### src/rtl/vdsc_pkg.sv
`timescale 1ns / 1ps

package vdsc_pkg;

    typedef enum logic [2:0] {
        MODE_INIT        = 3'd0,
        MODE_IDLE        = 3'd1,
        MODE_PRECHARGE   = 3'd2,
        MODE_SETUP       = 3'd3,
        MODE_SOUND       = 3'd4,
        MODE_DRIVE       = 3'd5,
        MODE_OVERCURRENT = 3'd6,
        MODE_RETURN      = 3'd7
    } mode_t;

    typedef enum logic [2:0] {
        CFG_RESUME_LEVEL     = 3'd0,
        CFG_PRESS_LEVEL      = 3'd1,
        CFG_SOUND_TICK_LIMIT = 3'd2,
        CFG_SOUND_REPEATS    = 3'd3,
        CFG_SEND_PERIOD      = 3'd4
    } cfg_index_t;

    localparam int CFG_INDEX_W = 3;
    localparam int CFG_DATA_W  = 8;

    // Bit positions in the control flag word.
    localparam int FLAG_LED   = 0;
    localparam int FLAG_TSEL  = 1;
    localparam int FLAG_COOL  = 2;
    localparam int FLAG_SPARE = 3;

    localparam logic [7:0] RESUME_LEVEL_RST     = 8'h26;
    localparam logic [7:0] PRESS_LEVEL_RST      = 8'h50;
    localparam logic [3:0] SOUND_TICK_LIMIT_RST = 4'd10;
    localparam logic [3:0] SOUND_REPEATS_RST    = 4'd10;
    localparam logic [3:0] SEND_PERIOD_RST      = 4'd10;

    typedef struct packed {
        logic [7:0] resume_level;
        logic [7:0] press_level;
        logic [3:0] sound_tick_limit;
        logic [3:0] sound_repeats;
        logic [3:0] send_period;
    } cfg_t;

    typedef struct packed {
        logic        safety_loop;
        logic        brake_pressed;
        logic        drive_button;
        logic        throttle_fault;
        logic        motor_ready;
        logic        overcurrent;
        logic [11:0] throttle_raw;
        logic        send_tick;
        logic        sound_tick;
    } sample_t;

    typedef struct packed {
        logic [2:0] state_code;
        logic       drive_led;
        logic       throttle_select;
        logic       cooling_relay;
        logic       spare_led;
        logic       buzzer_on;
        logic       send_frame;
        logic       heartbeat;
    } result_t;

endpackage

### src/rtl/vehicle_drive_state_controller.sv
`timescale 1ns / 1ps
// Path: an accepted input is held in the input register; the sequencer step then
// writes the result register. Throughput: one item per cycle unless out_ready
// stalls a held result; the sequencer state updates in a single step.
// Reset: asynchronous, active low; sequencer in init, counters and valids cleared,
// configuration registers at their default levels.

module vehicle_drive_state_controller
    import vdsc_pkg::*;
(
    input  logic                   clk,
    input  logic                   rst_n,

    input  logic                   cfg_valid,
    output logic                   cfg_ready,
    input  logic [CFG_INDEX_W-1:0] cfg_index,
    input  logic [CFG_DATA_W-1:0]  cfg_data,

    input  logic                   in_valid,
    output logic                   in_ready,
    input  logic                   safety_loop,
    input  logic                   brake_pressed,
    input  logic                   drive_button,
    input  logic                   throttle_fault,
    input  logic                   motor_ready,
    input  logic                   overcurrent,
    input  logic [11:0]            throttle_raw,
    input  logic                   send_tick,
    input  logic                   sound_tick,

    output logic                   out_valid,
    input  logic                   out_ready,
    output logic [2:0]             state_code,
    output logic                   drive_led,
    output logic                   throttle_select,
    output logic                   cooling_relay,
    output logic                   spare_led,
    output logic                   buzzer_on,
    output logic                   send_frame,
    output logic                   heartbeat
);

    cfg_t    cfg;
    sample_t sample_reg;
    logic    sample_valid_reg;
    result_t step_result;
    result_t result_reg;
    logic    result_valid_reg;
    logic    advance;

    assign cfg_ready = 1'b1;

    vdsc_cfg_regs u_cfg_regs (
        .clk      (clk),
        .rst_n    (rst_n),
        .wr_en    (cfg_valid & cfg_ready),
        .wr_index (cfg_index),
        .wr_data  (cfg_data),
        .cfg      (cfg)
    );

    // A held sample steps the sequencer once the result register is free.
    assign advance  = sample_valid_reg && (!result_valid_reg || out_ready);
    assign in_ready = !sample_valid_reg || advance;

    always_ff @(posedge clk or negedge rst_n)
    begin
        if (!rst_n)
            sample_valid_reg <= 1'b0;
        else if (in_ready)
            sample_valid_reg <= in_valid;
    end

    always_ff @(posedge clk)
    begin
        if (in_valid && in_ready)
        begin
            sample_reg.safety_loop    <= safety_loop;
            sample_reg.brake_pressed  <= brake_pressed;
            sample_reg.drive_button   <= drive_button;
            sample_reg.throttle_fault <= throttle_fault;
            sample_reg.motor_ready    <= motor_ready;
            sample_reg.overcurrent    <= overcurrent;
            sample_reg.throttle_raw   <= throttle_raw;
            sample_reg.send_tick      <= send_tick;
            sample_reg.sound_tick     <= sound_tick;
        end
    end

    vdsc_seq u_seq (
        .clk     (clk),
        .rst_n   (rst_n),
        .step_en (advance),
        .sample  (sample_reg),
        .cfg     (cfg),
        .result  (step_result)
    );

    always_ff @(posedge clk or negedge rst_n)
    begin
        if (!rst_n)
            result_valid_reg <= 1'b0;
        else if (!result_valid_reg || out_ready)
            result_valid_reg <= sample_valid_reg;
    end

    always_ff @(posedge clk)
    begin
        if (advance)
            result_reg <= step_result;
    end

    assign out_valid       = result_valid_reg;
    assign state_code      = result_reg.state_code;
    assign drive_led       = result_reg.drive_led;
    assign throttle_select = result_reg.throttle_select;
    assign cooling_relay   = result_reg.cooling_relay;
    assign spare_led       = result_reg.spare_led;
    assign buzzer_on       = result_reg.buzzer_on;
    assign send_frame      = result_reg.send_frame;
    assign heartbeat       = result_reg.heartbeat;

    a_stall_blocks_input: assert property (@(posedge clk) disable iff (!rst_n)
        sample_valid_reg && result_valid_reg && !out_ready |-> !in_ready)
        else $error("input taken while both stages are stalled");

    a_step_fills_result: assert property (@(posedge clk) disable iff (!rst_n)
        advance |=> result_valid_reg)
        else $error("sequencer step did not produce a result");

    a_no_result_without_sample: assert property (@(posedge clk) disable iff (!rst_n)
        !result_valid_reg && !sample_valid_reg |=> !result_valid_reg)
        else $error("result appeared without a held sample");

endmodule

### src/rtl/vdsc_cfg_regs.sv
`timescale 1ns / 1ps

module vdsc_cfg_regs
    import vdsc_pkg::*;
(
    input  logic                   clk,
    input  logic                   rst_n,
    input  logic                   wr_en,
    input  logic [CFG_INDEX_W-1:0] wr_index,
    input  logic [CFG_DATA_W-1:0]  wr_data,
    output cfg_t                   cfg
);

    cfg_t cfg_reg;

    always_ff @(posedge clk or negedge rst_n)
    begin
        if (!rst_n)
        begin
            cfg_reg.resume_level     <= RESUME_LEVEL_RST;
            cfg_reg.press_level      <= PRESS_LEVEL_RST;
            cfg_reg.sound_tick_limit <= SOUND_TICK_LIMIT_RST;
            cfg_reg.sound_repeats    <= SOUND_REPEATS_RST;
            cfg_reg.send_period      <= SEND_PERIOD_RST;
        end
        else if (wr_en)
        begin
            // Writes to indexes beyond the register list are dropped.
            unique case (wr_index)
                CFG_RESUME_LEVEL:     cfg_reg.resume_level     <= wr_data;
                CFG_PRESS_LEVEL:      cfg_reg.press_level      <= wr_data;
                CFG_SOUND_TICK_LIMIT: cfg_reg.sound_tick_limit <= wr_data[3:0];
                CFG_SOUND_REPEATS:    cfg_reg.sound_repeats    <= wr_data[3:0];
                CFG_SEND_PERIOD:      cfg_reg.send_period      <= wr_data[3:0];
                default:              ;
            endcase
        end
    end

    assign cfg = cfg_reg;

endmodule

### src/rtl/vdsc_seq.sv
`timescale 1ns / 1ps

module vdsc_seq
    import vdsc_pkg::*;
(
    input  logic    clk,
    input  logic    rst_n,
    input  logic    step_en,
    input  sample_t sample,
    input  cfg_t    cfg,
    output result_t result
);

    mode_t      mode_reg, mode_next;
    logic [3:0] send_count_reg, send_count_next;
    logic [3:0] sound_timer_reg, sound_timer_next;
    logic [3:0] sound_count_reg, sound_count_next;
    logic [3:0] flags_reg, flags_next;
    logic       buzzer_reg, buzzer_next;
    logic       heartbeat_reg, heartbeat_next;

    always_comb
    begin
        logic [7:0] thr;
        logic       pressed;
        logic       above;
        logic       frame;
        logic [3:0] send_inc;
        logic [4:0] timer_inc;

        thr     = sample.throttle_raw[11:4];
        pressed = thr > cfg.press_level;
        above   = thr > cfg.resume_level;
        frame   = 1'b0;

        mode_next        = mode_reg;
        send_count_next  = send_count_reg;
        sound_timer_next = sound_timer_reg;
        sound_count_next = sound_count_reg;
        flags_next       = flags_reg;
        buzzer_next      = buzzer_reg;
        heartbeat_next   = heartbeat_reg;

        send_inc  = send_count_reg + 4'd1;
        timer_inc = {1'b0, sound_timer_reg} + 5'd1;

        if (sample.send_tick)
        begin
            if (send_inc == cfg.send_period)
            begin
                frame           = 1'b1;
                send_count_next = 4'd0;
                heartbeat_next  = ~heartbeat_reg;
            end
            else
            begin
                send_count_next = send_inc;
            end
        end

        unique case (mode_reg)
            MODE_INIT:
            begin
                flags_next = 4'b0000;
                mode_next  = MODE_IDLE;
            end
            MODE_IDLE:
            begin
                flags_next = 4'b0000;
                if (sample.safety_loop)
                    mode_next = MODE_PRECHARGE;
            end
            MODE_PRECHARGE:
            begin
                flags_next = 4'b0000;
                if (!sample.safety_loop)
                    mode_next = MODE_IDLE;
                else if (sample.motor_ready)
                    mode_next = MODE_SETUP;
            end
            MODE_SETUP:
            begin
                flags_next           = 4'b0000;
                flags_next[FLAG_COOL] = 1'b1;
                if (!sample.safety_loop)
                    mode_next = MODE_IDLE;
                else if (sample.drive_button && !sample.throttle_fault
                         && sample.brake_pressed && sample.motor_ready)
                    mode_next = MODE_SOUND;
            end
            MODE_SOUND:
            begin
                buzzer_next = 1'b1;
                if (sample.sound_tick)
                begin
                    // The timer is compared one bit wider so a limit of 15 wraps at 16.
                    if (timer_inc > {1'b0, cfg.sound_tick_limit})
                    begin
                        sound_timer_next = 4'd0;
                        if (sound_count_reg < cfg.sound_repeats)
                            sound_count_next = sound_count_reg + 4'd1;
                    end
                    else
                    begin
                        sound_timer_next = timer_inc[3:0];
                    end
                end
                if (!sample.safety_loop)
                begin
                    buzzer_next = 1'b0;
                    mode_next   = MODE_IDLE;
                end
                else if (sound_count_next >= cfg.sound_repeats)
                begin
                    buzzer_next = 1'b0;
                    if (!sample.drive_button && sample.brake_pressed)
                        mode_next = MODE_DRIVE;
                end
            end
            MODE_DRIVE:
            begin
                sound_count_next       = 4'd0;
                flags_next[FLAG_LED]   = 1'b1;
                flags_next[FLAG_TSEL]  = 1'b1;
                flags_next[FLAG_SPARE] = 1'b1;
                if (!sample.safety_loop)
                    mode_next = MODE_IDLE;
                else if (sample.throttle_fault || (pressed && sample.brake_pressed)
                         || !sample.motor_ready
                         || (sample.drive_button && sample.brake_pressed))
                    mode_next = MODE_RETURN;
                else if (sample.overcurrent)
                    mode_next = MODE_OVERCURRENT;
            end
            MODE_OVERCURRENT:
            begin
                flags_next            = 4'b0000;
                flags_next[FLAG_COOL] = 1'b1;
                if (!sample.safety_loop)
                    mode_next = MODE_IDLE;
                else if (!sample.overcurrent && above)
                    mode_next = MODE_DRIVE;
            end
            MODE_RETURN:
            begin
                // This state does not watch the safety loop.
                if (!sample.drive_button)
                    mode_next = MODE_SETUP;
            end
        endcase

        result.state_code      = mode_reg;
        result.drive_led       = flags_next[FLAG_LED];
        result.throttle_select = flags_next[FLAG_TSEL];
        result.cooling_relay   = flags_next[FLAG_COOL];
        result.spare_led       = flags_next[FLAG_SPARE];
        result.buzzer_on       = buzzer_next;
        result.send_frame      = frame;
        result.heartbeat       = heartbeat_next;
    end

    always_ff @(posedge clk or negedge rst_n)
    begin
        if (!rst_n)
        begin
            mode_reg        <= MODE_INIT;
            send_count_reg  <= 4'd0;
            sound_timer_reg <= 4'd0;
            sound_count_reg <= 4'd0;
            flags_reg       <= 4'b0000;
            buzzer_reg      <= 1'b0;
            heartbeat_reg   <= 1'b0;
        end
        else if (step_en)
        begin
            mode_reg        <= mode_next;
            send_count_reg  <= send_count_next;
            sound_timer_reg <= sound_timer_next;
            sound_count_reg <= sound_count_next;
            flags_reg       <= flags_next;
            buzzer_reg      <= buzzer_next;
            heartbeat_reg   <= heartbeat_next;
        end
    end

    a_init_to_idle: assert property (@(posedge clk) disable iff (!rst_n)
        step_en && mode_reg == MODE_INIT |=> mode_reg == MODE_IDLE)
        else $error("init state did not move to idle");

    a_hold_without_step: assert property (@(posedge clk) disable iff (!rst_n)
        !step_en |=> $stable(mode_reg) && $stable(heartbeat_reg) && $stable(send_count_reg))
        else $error("sequencer state changed without a step");

    a_heartbeat_on_frame: assert property (@(posedge clk) disable iff (!rst_n)
        step_en && !result.send_frame |=> $stable(heartbeat_reg))
        else $error("heartbeat toggled without a frame");

    a_buzzer_only_in_sound: assert property (@(posedge clk) disable iff (!rst_n)
        step_en && mode_reg != MODE_SOUND |=> $stable(buzzer_reg))
        else $error("buzzer changed outside the sound state");

endmodule
### config.mk
export PLATFORM = sky130hd
export DESIGN_NAME = vehicle_drive_state_controller
export DESIGN_NICKNAME = d
export VERILOG_FILES = /design/src/rtl/vdsc_pkg.sv /design/src/rtl/vehicle_drive_state_controller.sv /design/src/rtl/vdsc_cfg_regs.sv /design/src/rtl/vdsc_seq.sv
export SDC_FILE = /design/constraint.sdc
export NUM_CORES = 1
export LEC_CHECK = 0
export BUFFER_PORTS_ARGS = -buffer_cell sky130_fd_sc_hd__buf_2
export CAP_MARGIN = 20
export CORE_MARGIN = 1.5
export CORE_UTILIZATION = 50
export CTS_BUF_LIST = sky130_fd_sc_hd__clkbuf_16
export DETAILED_ROUTE_END_ITERATION = 10
export GPL_TIMING_DRIVEN = 0
export PLACE_DENSITY_LB_ADDON = 0.08
export SETUP_SLACK_MARGIN = 0.1
export SKIP_LAST_GASP = 1
export SYNTH_ARGS = -nofsm -noshare
export SYNTH_HDL_FRONTEND = slang
export SYNTH_SLANG_ARGS = --single-unit
### constraint.sdc
create_clock -name clk -period 6.75 [get_ports clk]
set_input_delay 0.675 -clock clk [delete_from_list [all_inputs] [get_ports clk]]
set_output_delay 0.675 -clock clk [all_outputs]
set_load 0.01 [all_outputs]
* Word level (Yosys, flattened, before mapping)
Cells that the tools add are included.
** Storage, ports and cells
- Register bits after elaboration :: 81
- Bits in latches :: 0
- RAM bits :: 0
- Memory bits (read-only) :: 0
- Input port bits :: 36
- Output and inout bits :: 13
- Word-level logic and storage cells :: 126
- Memories :: 0
** Cells by class
- Add/subtract/negate cells :: 3
- Multipliers :: 0
- Divide/modulo/power cells :: 0
- Order comparisons :: 5
- Equal/unequal tests :: 20
- Shift-type cells :: 0
- Multiplexer cells :: 31
- Bitwise gates (word level) :: 1
- Reductions and logical operators :: 35
** Operator list (count)
- $mux 3 :: 14
- $mux 4 :: 6
- $pmux 3 s8 :: 1
- $gt 8x8->1 :: 2
- $eq 3x3->1 const B :: 5
- $reduce_and 2->1 :: 7
- $eq 3x2->1 const B :: 4
- $ne 3x2->1 const B :: 4
- $logic_and 1x1->1 :: 9
- $reduce_and 9->1 :: 1
- $add 4x1->4 const B :: 2
- $pmux 4 s2 :: 1
- $eq 3x1->1 const B :: 2
- $logic_not 1->1 :: 6
- $logic_not 3->1 :: 2
- $mux 1 :: 6
- $add 4x1->5 const B :: 1
- $gt 5x4->1 :: 1
- $logic_or 1x1->1 :: 5
- $reduce_or 5->1 :: 1
- $eq 4x4->1 :: 1
- $ge 4x4->1 :: 1
- $lt 4x4->1 :: 1
- $ne 2x2->1 const B :: 2
- other kinds (9) :: 10

* Depth between registers and ports, before layout
Gate-level depths: netlist of run 1.
- Word-level depth :: 9
- Depth in mapped cells :: 15
- Mapped depth without buffers :: 14

* By module
A second synthesis of run 1 with hierarchy kept.
** Second synthesis, totals
- Cell total of the unflattened synthesis :: 353
- Area total of the unflattened synthesis :: 4249.1 um^2
** By module, submodules not included
- vdsc_seq :: times used 1, cells an instance 251, area an instance 2130.8 um^2, seq. area each 525.5 um^2
- vdsc_cfg_regs :: times used 1, cells an instance 62, area an instance 1102.3 um^2, seq. area each 714.4 um^2
- vehicle_drive_state_controller :: times used 1, cells an instance 40, area an instance 1016.0 um^2, seq. area each 950.9 um^2

* Least setup slack after synthesis of run 1
OpenSTA, ideal clock, no wires.
- Kind :: register to register
- From :: register u_seq.sound_timer_reg[0]
- To :: register u_seq.mode_reg[0]
- Setup time :: 125 ps
- Arrival time :: 3077 ps
- Required time :: 6625 ps
- Slack :: 3548 ps
- Stages on the path, launching flop included :: 15
- Buffers on the path :: 1
- Clock period less this slack :: 3202 ps
- Cells stage by stage :: dfrtp_1 ha_1 xor2_1 ha_1 and4_1 a21oi_1 o221a_1 buf_6 mux2_1 ha_1 o21ai_0 a21oi_1 nor3_1 o21bai_1 a21boi_1
** Between the ends
- Cells in the longest elaborated chain, start to end :: 8
** Ends and longest elaborated chain
- from (decl) :: line vdsc_seq.sv:16 : logic [3:0] sound_timer_reg, sound_timer_next;
- from (signal assigned) :: line vdsc_seq.sv:178 : sound_timer_reg <= sound_timer_next;
- $add 4x1->5 :: line vdsc_seq.sv:45 : timer_inc = {1'b0, sound_timer_reg} + 5'd1;
- $gt 5x4->1 :: line vdsc_seq.sv:97 : if (timer_inc > {1'b0, cfg.sound_tick_limit})
- $mux 4 :: line vdsc_seq.sv:97
- $mux 4 :: line vdsc_seq.sv:94 : if (sample.sound_tick)
- $mux 4 :: line vdsc_seq.sv:61 : unique case (mode_reg)
- $ge 4x4->1 :: line vdsc_seq.sv:113 : else if (sound_count_next >= cfg.sound_repeats)
- $ne 3x2->1 (no source line)
- $reduce_and 9->1 (no source line)
- to (signal assigned) :: line vdsc_seq.sv:176 : mode_reg <= mode_next;
- to (decl) :: line vdsc_seq.sv:14 : mode_t mode_reg, mode_next;
No other way between the ends. The select of a mux whose other input is x is not followed.
A chain may end at the register's enable or synchronous reset.

* Final worst setup path of run 1
Same ends and word-level chain as after synthesis.

==> flow_summary.toml, run 1 <==
[floorplanning]
die_height_um = 92.5
rows = 32
core_area_um2 = 7730
dieArea_um2 = 8560
fp.dieW_um = 92.5
initial_core_util_pct = 51.9
io_pins = 49

[yosys]
synth-edff-count = 26
synth_nets = 424
synthCells = 358
synth-seq-area-share_pct = 51.7
yosys_warnings = 0
synth_area_um2 = 4010
ys_ff_latch = 77
synth.avg_cell_area_um2 = 11.2
synth-main-ff-cell = "dfrtp_1"
yosysUniqueCellTypes = 60
synthArstFlopShare_pct = 66.2

[global_route]
gr-total-overflow = 0
grt_pass1_vias = 2781
grt_usage_pct = 19.5
grt_max_degree = 34
grt_pass1_wl_um = 12900
grt_antenna_before_repair = 0

[layout]
syn2layout_area_growth_pct = 16.2
most-common-layout-cells = "nand2_1, buf_2, dfrtp_1"
final.fill_count = 632
final_common_cell = "nand2_1"
largest_register_ffs = 28
n_antenna_cell = 0
final_nets = 479
drive_above_1_share_pct = 23.9

[critical_path]
rr_endpoint = "u_seq.mode_reg[0]"
worst-path-max-fanout = 9
crit_cells = 14
worst-r2r-setup-slack_ps = 3130
crit_buf_inv = 1
slowest_delay_ps = 480
reg2reg_depth = 14
end_kind = "flip-flop"
worst-setup-path-type = "reg -> reg"
cp.required_ps = 6960
cp_top_family = "compound AO/OA/AOI/OAI gates"
slowest_stage = "nor3_1"
cp-start-kind = "flip-flop"
reg2reg_from = "u_seq.sound_timer_reg[0]"
crit_top_cell = "ha_1"
arrival_ps = 3840
worstPathCellList = "ha_1 > xor2_1 > ha_1 > and4_1 > a21oi_1 > o221a_1 > buf_6 > mux2_1 > ha_1 > o21ai_0 > a21oi_1 > nor3_1 > o21bai_1 > a21boi_1"

[clocking]
cts_setup_buffers = 0
cts_resized = 0
clk_latency_ps = 330
postCtsHoldBufs = 0
cts_root_buf = "clkbuf_16"
clkSinkCount = 77
clk_pin_slew_ps = 60
clk_path_buf_depth = 2
cts_tree = "done"
htreeDepth = 3
numCtsBuffers = 9

[timing]
layout_setup_ws_ps = 3130
slew_headroom_pct = 48.0
skew_ps = 3.99
worst_pin_slew_ps = 780
finalCriticalPeriod_ps = 3620
rsz0062_at_grt = "no"
holdWs_ps = 297
fmax_mhz = 276
period_share_pct = 53.7
hold_viol_final = 0
final_max_slew_viol_count = 0
setup_viol_count_final = 0
tns_ps = 0

[drt]
antenna_left = 0
drtIter0Drc = 77
drc = 0
routed_via_density = 5.32
drt_pass1_iterations = 4
wl_per_cell_um = 14.4
vias = 2764
wl_um = 7480

[placed_design]
dp_hpwl_um = 5480
port_buffers = 43
pre_cts_slack_ps = 3130
place.gp.congestion = 0.870

[power_and_ir_drop]
finalPower_mw = 1.60
total_leakage_power_nw = 2.07
power_density_nw_per_um2 = 344
irDropWorstVdd_v = 0.000164

[run]
cap_violations = 0

[worst_hold_path]
hold_path.class = "in -> async"

[status]
status = "completed"
## how the worst max path moves through the flow
stage | start | to | slack [ps]
floorplan | u_seq.sound_timer_reg[0] | u_seq.mode_reg[0] | 3550
global placement | u_seq.sound_timer_reg[0] | u_seq.mode_reg[0] | 3180
detailed placement | u_seq.sound_timer_reg[0] | u_seq.mode_reg[0] | 3130
CTS | u_seq.sound_timer_reg[0] | u_seq.mode_reg[0] | 3090
global route | u_seq.sound_timer_reg[0] | u_seq.mode_reg[0] | 2880
finish | u_seq.sound_timer_reg[0] | u_seq.mode_reg[0] | 3130
## worst reg2reg max path: cells and delay by family (launching register included)
| family | cells | cell delay, ps |
|---|---|---|
| fa+ha+maj | 3 | 830 |
| mux | 1 | 350 |
| buf+inv | 1 | 140 |
| flops | 1 | 440 |
| xor+xnor | 1 | 180 |
| simple gates | 2 | 680 |
| compound gates | 6 | 910 |
## cell families (layout without fill, tap and decap cells)
logic type | Yosys count | count (layout) | share of synthesized area [%]
AOI/OAI and AO/OA | 76 | 76 | 12.5
xor gates and xnor gates | 13 | 13 | 3.21
adders and majority gates | 30 | 30 | 9.36
buffers and inverters | 35 | 95 | 3.84
DFF | 77 | 77 | 51.7
muxes | 18 | 18 | 5.06
other | 1 | 1 | 0.0935
and+or+nand+nor | 108 | 108 | 14.3
## per-stage QoR
step,util [%],area (um^2),std cells
after global placement,56.3,4350,503
after detailed placement,56.6,4370,504
after global routing,60.3,4660,520
final,60.3,4660,520
after CTS,60.3,4660,520
after floorplan,-,4010,358
## layer usage
layer	track usage [%]	share of wire (%)	vias to the layer above
met5	0	0	-
met4	7.69	1.6	0
met3	4.02	3.6	10
met2	31.3	48	54
met1	25.9	47	1311
li1	-	-	1389
## Yosys cell counts (all sizes together) (3+ instances only)
| cell | instances | area share, % |
|---|---|---|
| a22o | 3 | 0.66 |
| clkbuf | 4 | 0.37 |
| nand2b | 8 | 1.2 |
| a21boi | 4 | 0.75 |
| nand3 | 9 | 1.1 |
| nand2 | 45 | 4.2 |
| a211oi | 3 | 0.69 |
| xnor2 | 7 | 1.5 |
| nor2 | 11 | 1.2 |
| buf | 4 | 0.94 |
| nor2b | 8 | 1.4 |
| mux2 | 18 | 5.1 |
| dfstp | 11 | 7.2 |
| a21o | 3 | 0.56 |
| inv | 27 | 2.5 |
| xor2 | 5 | 1.1 |
| ha | 30 | 9.4 |
| o21ai | 33 | 4.2 |
| o211ai | 7 | 1.3 |
| or2 | 3 | 0.47 |
| edfxtp | 26 | 19 |
| nor3 | 3 | 0.37 |
| nand4 | 5 | 0.78 |
| a21oi | 10 | 1.2 |
| dfrtp | 40 | 25 |
## power by group
group / switching [mW] / total [mW] / internal, mW
Clock: 0.182 / 0.463 / 0.281
Combinational: 0.239 / 0.463 / 0.223
Sequential: 0.0689 / 0.678 / 0.609
Total: 0.490 / 1.60 / 1.11
## layout make-up
class / instances / area, um^2 / share of cell area [%]
well taps: 102 / 128 / 2.74
clock inverters: 7 / 60.1 / 1.29
plain buffers: 8 / 52.6 / 1.13
repair buffers: 44 / 235 / 5.05
inverters: 27 / 101 / 2.18
clock buffers: 9 / 225 / 4.84
flip-flops and latches: 77 / 2070 / 44.5
multi-input cells: 246 / 1780 / 38.3
No activity file was read; power rests on OpenSTA's default activity.
==> run 2: changes to the inputs <==
--- a/config.mk
+++ b/config.mk
@@ -5,6 +5,7 @@
 export SDC_FILE = /design/constraint.sdc
 export NUM_CORES = 1
 export LEC_CHECK = 0
+export ABC_AREA = 1
 export BUFFER_PORTS_ARGS = -buffer_cell sky130_fd_sc_hd__buf_2
 export CAP_MARGIN = 20
 export CORE_MARGIN = 1.5
==> constraint.sdc (replaced) <==
create_clock -name clk -period 3.5 [get_ports clk]
set_input_delay 0.35 -clock clk [delete_from_list [all_inputs] [get_ports clk]]
set_output_delay 0.35 -clock clk [all_outputs]
set_load 0.01 [all_outputs]
==> run 2 against run 1 <==
  * Global-route usage fell by 0.12 points
  * Utilization rose by 1.5 points
  * Final area rose by 3.6%
  * Clock-buffer cell count did not move
  * Final cell count rose by 22%
  * Sequential share of layout area fell by 1.5 points
  * Fmax rose by 15%
  * Non-clock buffer count rose by 2
  * Critical path type unchanged
  * Critical endpoint unchanged
  * Largest cell class unchanged
==> flow_summary.toml, run 2 <==
[status]
status = "completed"

[yosys]
synthArstFlopShare_pct = 66.2
ys_top_cells_by_count = "nand2_1, inv_1, dfrtp_1"
yosysMostFrequentCell = "nand2_1"
synth_area_leaders = "dfrtp_1, edfxtp_1, nand2_1"
synth-main-ff-cell = "dfrtp_1"
yosys_warnings = 0
ys_ff_latch = 77
synthCells = 467
synth-edff-count = 26
synth_area_leader_cell = "dfrtp_1"
synth.avg_cell_area_um2 = 8.72
yosysUniqueCellTypes = 34
synth_area_um2 = 4070
synth-seq-area-share_pct = 50.8
netlist.area_leader.share_pct = 24.6
synth_nets = 533

[critical_path]
cp-start-kind = "flip-flop"
critPathLaunch = "u_seq.sound_timer_reg[0]"
slowest_stage = "dfrtp_2"
worst-path-max-fanout = 7
worst-setup-path-type = "reg -> reg"
end_kind = "flip-flop"
reg2reg_depth = 21
arrival_ps = 3370
cp.required_ps = 3720
worstPathCellList = "ha_1 > xor2_1 > ha_1 > nand2_1 > inv_1 > nand3_1 > nand4_1 > nand2_2 > nor2_4 > nand3_2 > and2_1 > ha_1 > nand2_1 > inv_1 > nand3_1 > nand3_1 > nor2_1 > nor2_2 > nand3_1 > nand2_1 > nand2_1"
slowest_delay_ps = 410
reg2reg_from = "u_seq.sound_timer_reg[0]"

[timing]
hold_viol_final = 0
final_max_slew_viol_count = 0
fmax_mhz = 318
slew_headroom_pct = 44.3
tns_ps = 0
rsz0062_at_grt = "no"
finalCriticalPeriod_ps = 3150
worst_pin_slew_ps = 835
period_share_pct = 90.0
skew_ps = 5.11
setup_viol_count_final = 0

[drt]
drt_pass1_iterations = 4
antenna_left = 0
wl_per_cell_um = 12.0
drc = 0
wl_um = 7570
drtIter0Drc = 131
vias = 3103
routed_via_density = 4.90

[worst_hold_path]
min_from = "throttle_raw[8]"
hold_path_depth = 1
hold_path.class = "in -> reg"

[power_and_ir_drop]
irDropWorstVdd_v = 0.000425
total_leakage_power_nw = 2.37
power_density_nw_per_um2 = 667

[layout]
final_nets = 592
syn2layout_area_growth_pct = 18.4
final_common_cell = "nand2_1"
final.fill_count = 710
most-common-layout-cells = "nand2_1, inv_1, buf_2"
drive_above_1_share_pct = 18.8
largest_register_ffs = 28
n_antenna_cell = 0
finalInstanceArea_um2 = 4820

[floorplanning]
io_pins = 49
dieArea_um2 = 8700
initial_core_util_pct = 52.2
fp.dieW_um = 93.3
core_area_um2 = 7810
rows = 32
die_height_um = 93.3

[clocking]
numCtsBuffers = 9
cts_root_buf = "clkbuf_16"
clk_latency_ps = 330
clk_pin_slew_ps = 60
cts_tree = "done"
clk_path_buf_depth = 2
clkSinkCount = 77
htreeDepth = 3

[global_route]
grt_usage_pct = 19.4
grt_pass1_vias = 3040
gr-total-overflow = 0
grt_pass1_wl_um = 13200
grt_max_degree = 36
grt_antenna_before_repair = 0

[placed_design]
place.gp.congestion = 0.845
postPlaceCellArea_um2 = 4440
dp_hpwl_um = 5820
port_buffers = 43

[run]
cap_violations = 0
==> run 2: cell count changes in the layout (fill, tap and decap cells not counted), sizes merged, moves of 10 or more <==
cell | previous run | this run
nand2 | 45 | 138
mux2 | 18 | 0
nand3 | 9 | 27
nor2 | 11 | 35
inv | 29 | 75
o21ai | 33 | 43
==> run 2: path summary, 6_finish.rpt <==
path	endpoint	slack [ps]
max in group asynchronous	u_cfg_regs.cfg[18]	2440
setup / recovery	u_seq.mode_reg[0]	350
setup reg to reg	u_seq.mode_reg[0]	350
min in group asynchronous	u_seq.sound_timer_reg[3]	480
hold / removal	sample_reg[10]	190
hold reg to reg	state_code[2]	480
==> run 2: critical path, delay by kind of cell (launching register included) <==
kind	cells	cell delay [ps]
AND/OR/NAND/NOR	15	1500
buffers and inverters	2	140
flip-flops	1	410
adder cells (fa/ha/maj)	3	800
XOR/XNOR	1	190
==> run 2: final cells by class <==
class,instances,area [um^2],area share (%)
timing repair buffer,48,268,5.55
sequential,77,2070,43.0
buffer,6,41.3,0.856
clock buffer,9,225,4.67
clock inverter,7,123,2.54
multi-input combinational,310,1690,35.0
inverter,74,280,5.81
tap,102,128,2.65
==> run 2: per-stage QoR <==
stage	std cells	worst slack, ps	hold WS [ps]	power [mW]	util, %
6_report	633	351	191	3.22	61.8
2_1_floorplan	467	635	54.4	1.90	-
4_1_cts	630	235	182	3.20	61.4
5_1_grt	633	107	179	3.44	61.8
3_5_place_dp	613	265	305	2.13	56.8
3_3_place_gp	612	330	465	2.09	56.6
==> run 2: where the power goes <==
group	switching [mW]	internal (mW)
clock network	0.368	0.700
registers	0.112	1.14
logic	0.524	0.368
total	1.00	2.21
==> run 2: cells by family (layout without fill, tap and decap cells) <==
logic type	Yosys count	after routing	share of synthesized area, %
DFF	77	77	50.8
AOI/OAI and AO/OA	62	62	8.32
and+or+nand+nor	209	209	21.9
xor gates and xnor gates	8	8	1.72
other	1	1	0.0920
adders and majority gates	30	30	9.21
buffers and inverters	80	144	7.89
==> run 2: metal layers <==
layer | part of all wire [%] | global-route usage, % | routed length, um
met3 | 3.6 | 4.63 | 276
met4 | 1.1 | 5.18 | 83
met1 | 47 | 24.0 | 3530
met5 | 0 | 0 | 0
met2 | 49 | 33.7 | 3680
==> run 2: timing repair <==
action	in CTS	in global routing
hold endpoints to repair	14	0
hold buffers	1	0
setup endpoints to repair	0	3
buffers inserted	0	3
gates resized for setup	0	3
==> run 3: changes to the inputs <==
==> constraint.sdc (replaced) <==
create_clock -name clk -period 2.9 [get_ports clk]
set_input_delay 0.435 -clock clk [delete_from_list [all_inputs] [get_ports clk]]
set_output_delay 0.435 -clock clk [all_outputs]
set_load 0.01 [all_outputs]
==> run 3 against run 2 <==
  * The run now ends with setup timing left
  * Final cell count up 3.6%
  * Non-clock buffer count grew 23
  * Flip-flop and latch count is the same
  * Clock-buffer cell count stayed put
  * Wire length rose by 12%
  * Fmax grew 2.9%
  * Setup slack lost 510 ps
  * Worst hold slack lost 76 ps
  * Critical path type unchanged
  * Largest power group unchanged
==> flow_summary.toml, run 3 (same netlist as run 2, synthesis figures left out) <==
[drt]
drt_pass1_iterations = 4
antenna_left = 0
routed_via_density = 4.96
vias = 3257
wl_per_cell_um = 12.9
drtIter0Drc = 165
wl_um = 8460
drc = 0

[timing]
hold_viol_final = 0
period_share_pct = 106
layout_setup_ws_ps = -160
fmax_mhz = 327
slew_headroom_pct = 44.5
finalCriticalPeriod_ps = 3060
worst_pin_slew_ps = 833
skew_ps = 5.99
final_max_slew_viol_count = 0
rsz0062_at_grt = "yes"
setup_viol_count_final = 5

[layout]
largest_register_ffs = 28
final_nets = 615
most-common-layout-cells = "nand2_1, inv_1, buf_2"
n_antenna_cell = 0
final_common_cell = "nand2_1"
syn2layout_area_growth_pct = 27.1
finalInstanceArea_um2 = 5180
drive_above_1_share_pct = 27.6

[floorplanning]
core_area_um2 = 7810
rows = 32
die_height_um = 93.3
initial_core_util_pct = 52.2
dieArea_um2 = 8700
io_pins = 49
fp.dieW_um = 93.3

[critical_path]
worstPathCellList = "ha_4 > xor2_2 > ha_1 > nand2_2 > inv_2 > nand2_2 > nand4_1 > nand2_2 > nor2_4 > nand2_2 > o21a_4 > ha_4 > inv_2 > o21ai_1 > nand2_1 > nand3_2 > nor2_4 > nor2_4 > nand2_2 > nor2_4 > nand2_2 > nand2_2"
slowest_stage = "dfrtp_1"
cp.required_ps = 3170
crit_buf_inv = 2
slowest_delay_ps = 430
arrival_ps = 3330
worst-path-max-fanout = 5
cp_top_family = "simple AND/OR/NAND/NOR gates"
crit_top_cell = "nand2_2"
end_kind = "flip-flop"
cp-start-kind = "flip-flop"
worst-setup-path-type = "reg -> reg"

[global_route]
gr-total-overflow = 0
grt_antenna_before_repair = 0
use_met1_pct = 25.3
top_usage_layer = "met2"
grt_pass1_wl_um = 14700
grt_pass1_vias = 3299
grt_util_met2_pct = 38.8
grt_max_degree = 27
grt_usage_pct = 22.2
grt_use_met3_pct = 4.31

[clocking]
clk_pin_slew_ps = 60
htreeDepth = 3
clk_latency_ps = 330
cts_tree = "done"
numCtsBuffers = 9
clk_path_buf_depth = 2
cts_root_buf = "clkbuf_16"
clkSinkCount = 77

[power_and_ir_drop]
irDropWorstVdd_v = 0.000392
power_density_nw_per_um2 = 801
finalPower_mw = 4.15
total_leakage_power_nw = 2.51

[placed_design]
place.gp.congestion = 0.820
postPlaceCellArea_um2 = 4440
port_buffers = 43
dp_hpwl_um = 5770

[run]
cap_violations = 0

[status]
status = "complete, but fails checks"
violations = "setup timing"

[worst_hold_path]
hold_path.class = "in -> async"
## run 3: cell count changes in the layout (fill, tap and decap cells not counted), moves of 2 or more
cell,previous run,this run
nand2_2,8,17
buf_4,4,16
xor2_1,6,4
inv_2,2,7
ha_1,30,26
nand2_1,130,121
xor2_2,0,2
nor2_4,2,5
nor2_2,7,5
ha_4,0,4
inv_1,71,66
buf_6,2,14
nand3_2,1,7
nand3_1,26,20
## run 3: final cells by class
| type | instances | area (um^2) |
|---|---|---|
| Fill cell | 634 | 2630 |
| Inverter | 74 | 280 |
| Sequential cell | 77 | 2070 |
| Tap cell | 102 | 128 |
| Buffer | 6 | 41.3 |
| Multi-Input combinational cell | 310 | 1840 |
| Clock buffer | 9 | 225 |
| Timing Repair Buffer | 71 | 483 |
| Clock inverter | 7 | 114 |
## run 3: path summary, 6_finish.rpt
check | startpoint | endpoint | slack, ps | depth (start not counted)
max | u_seq.sound_timer_reg[1] | u_seq.mode_reg[2] | -160 | 22
min | rst_n | u_seq.send_count_reg[0] | 120 | 1
min in group clk | send_tick | sample_reg[1] | 270 | 1
min reg2reg | u_seq.mode_reg[0] | state_code[0] | 480 | 0
max reg2reg | u_seq.sound_timer_reg[1] | u_seq.mode_reg[2] | -160 | 22
max in group asynchronous | rst_n | u_cfg_regs.cfg[16] | 2160 | 2
## run 3: layer usage
layer  share of wire [%]  wire [um]
met1                  45       3790
met2                  50       4270
met3                 3.1        260
met4                 1.7        140
met5                   0          0
## run 3: report_power, final
part	internal, mW	total, mW	switching (mW)
Clock	0.836	1.27	0.438
Sequential	1.38	1.52	0.143
Combinational	0.618	1.35	0.734
Total	2.83	4.15	1.31
## run 3: per-stage QoR
| stage | worst slack, ps | hold WS, ps | instances | util, % | TNS (ps) |
|---|---|---|---|---|---|
| global route | -366 | 161 | 656 | 66.3 | -1700 |
| detailed placement | -261 | 475 | 613 | 56.9 | -910 |
| CTS | -155 | 126 | 656 | 64.6 | -721 |
| finish | -160 | 115 | 656 | 66.3 | -633 |
| global placement | -225 | 465 | 612 | 56.6 | -717 |
| floorplan | 100 | 139 | 467 | - | 0 |
## run 3: timing repair
| item | 4_1_cts | 5_1_grt |
|---|---|---|
| endpoints found under the setup margin | 5 | 7 |
| setup buffers | 27 | 15 |
| hold buffers | 0 | 0 |
| resized for setup | 15 | 33 |
| pin swaps | 16 | 24 |
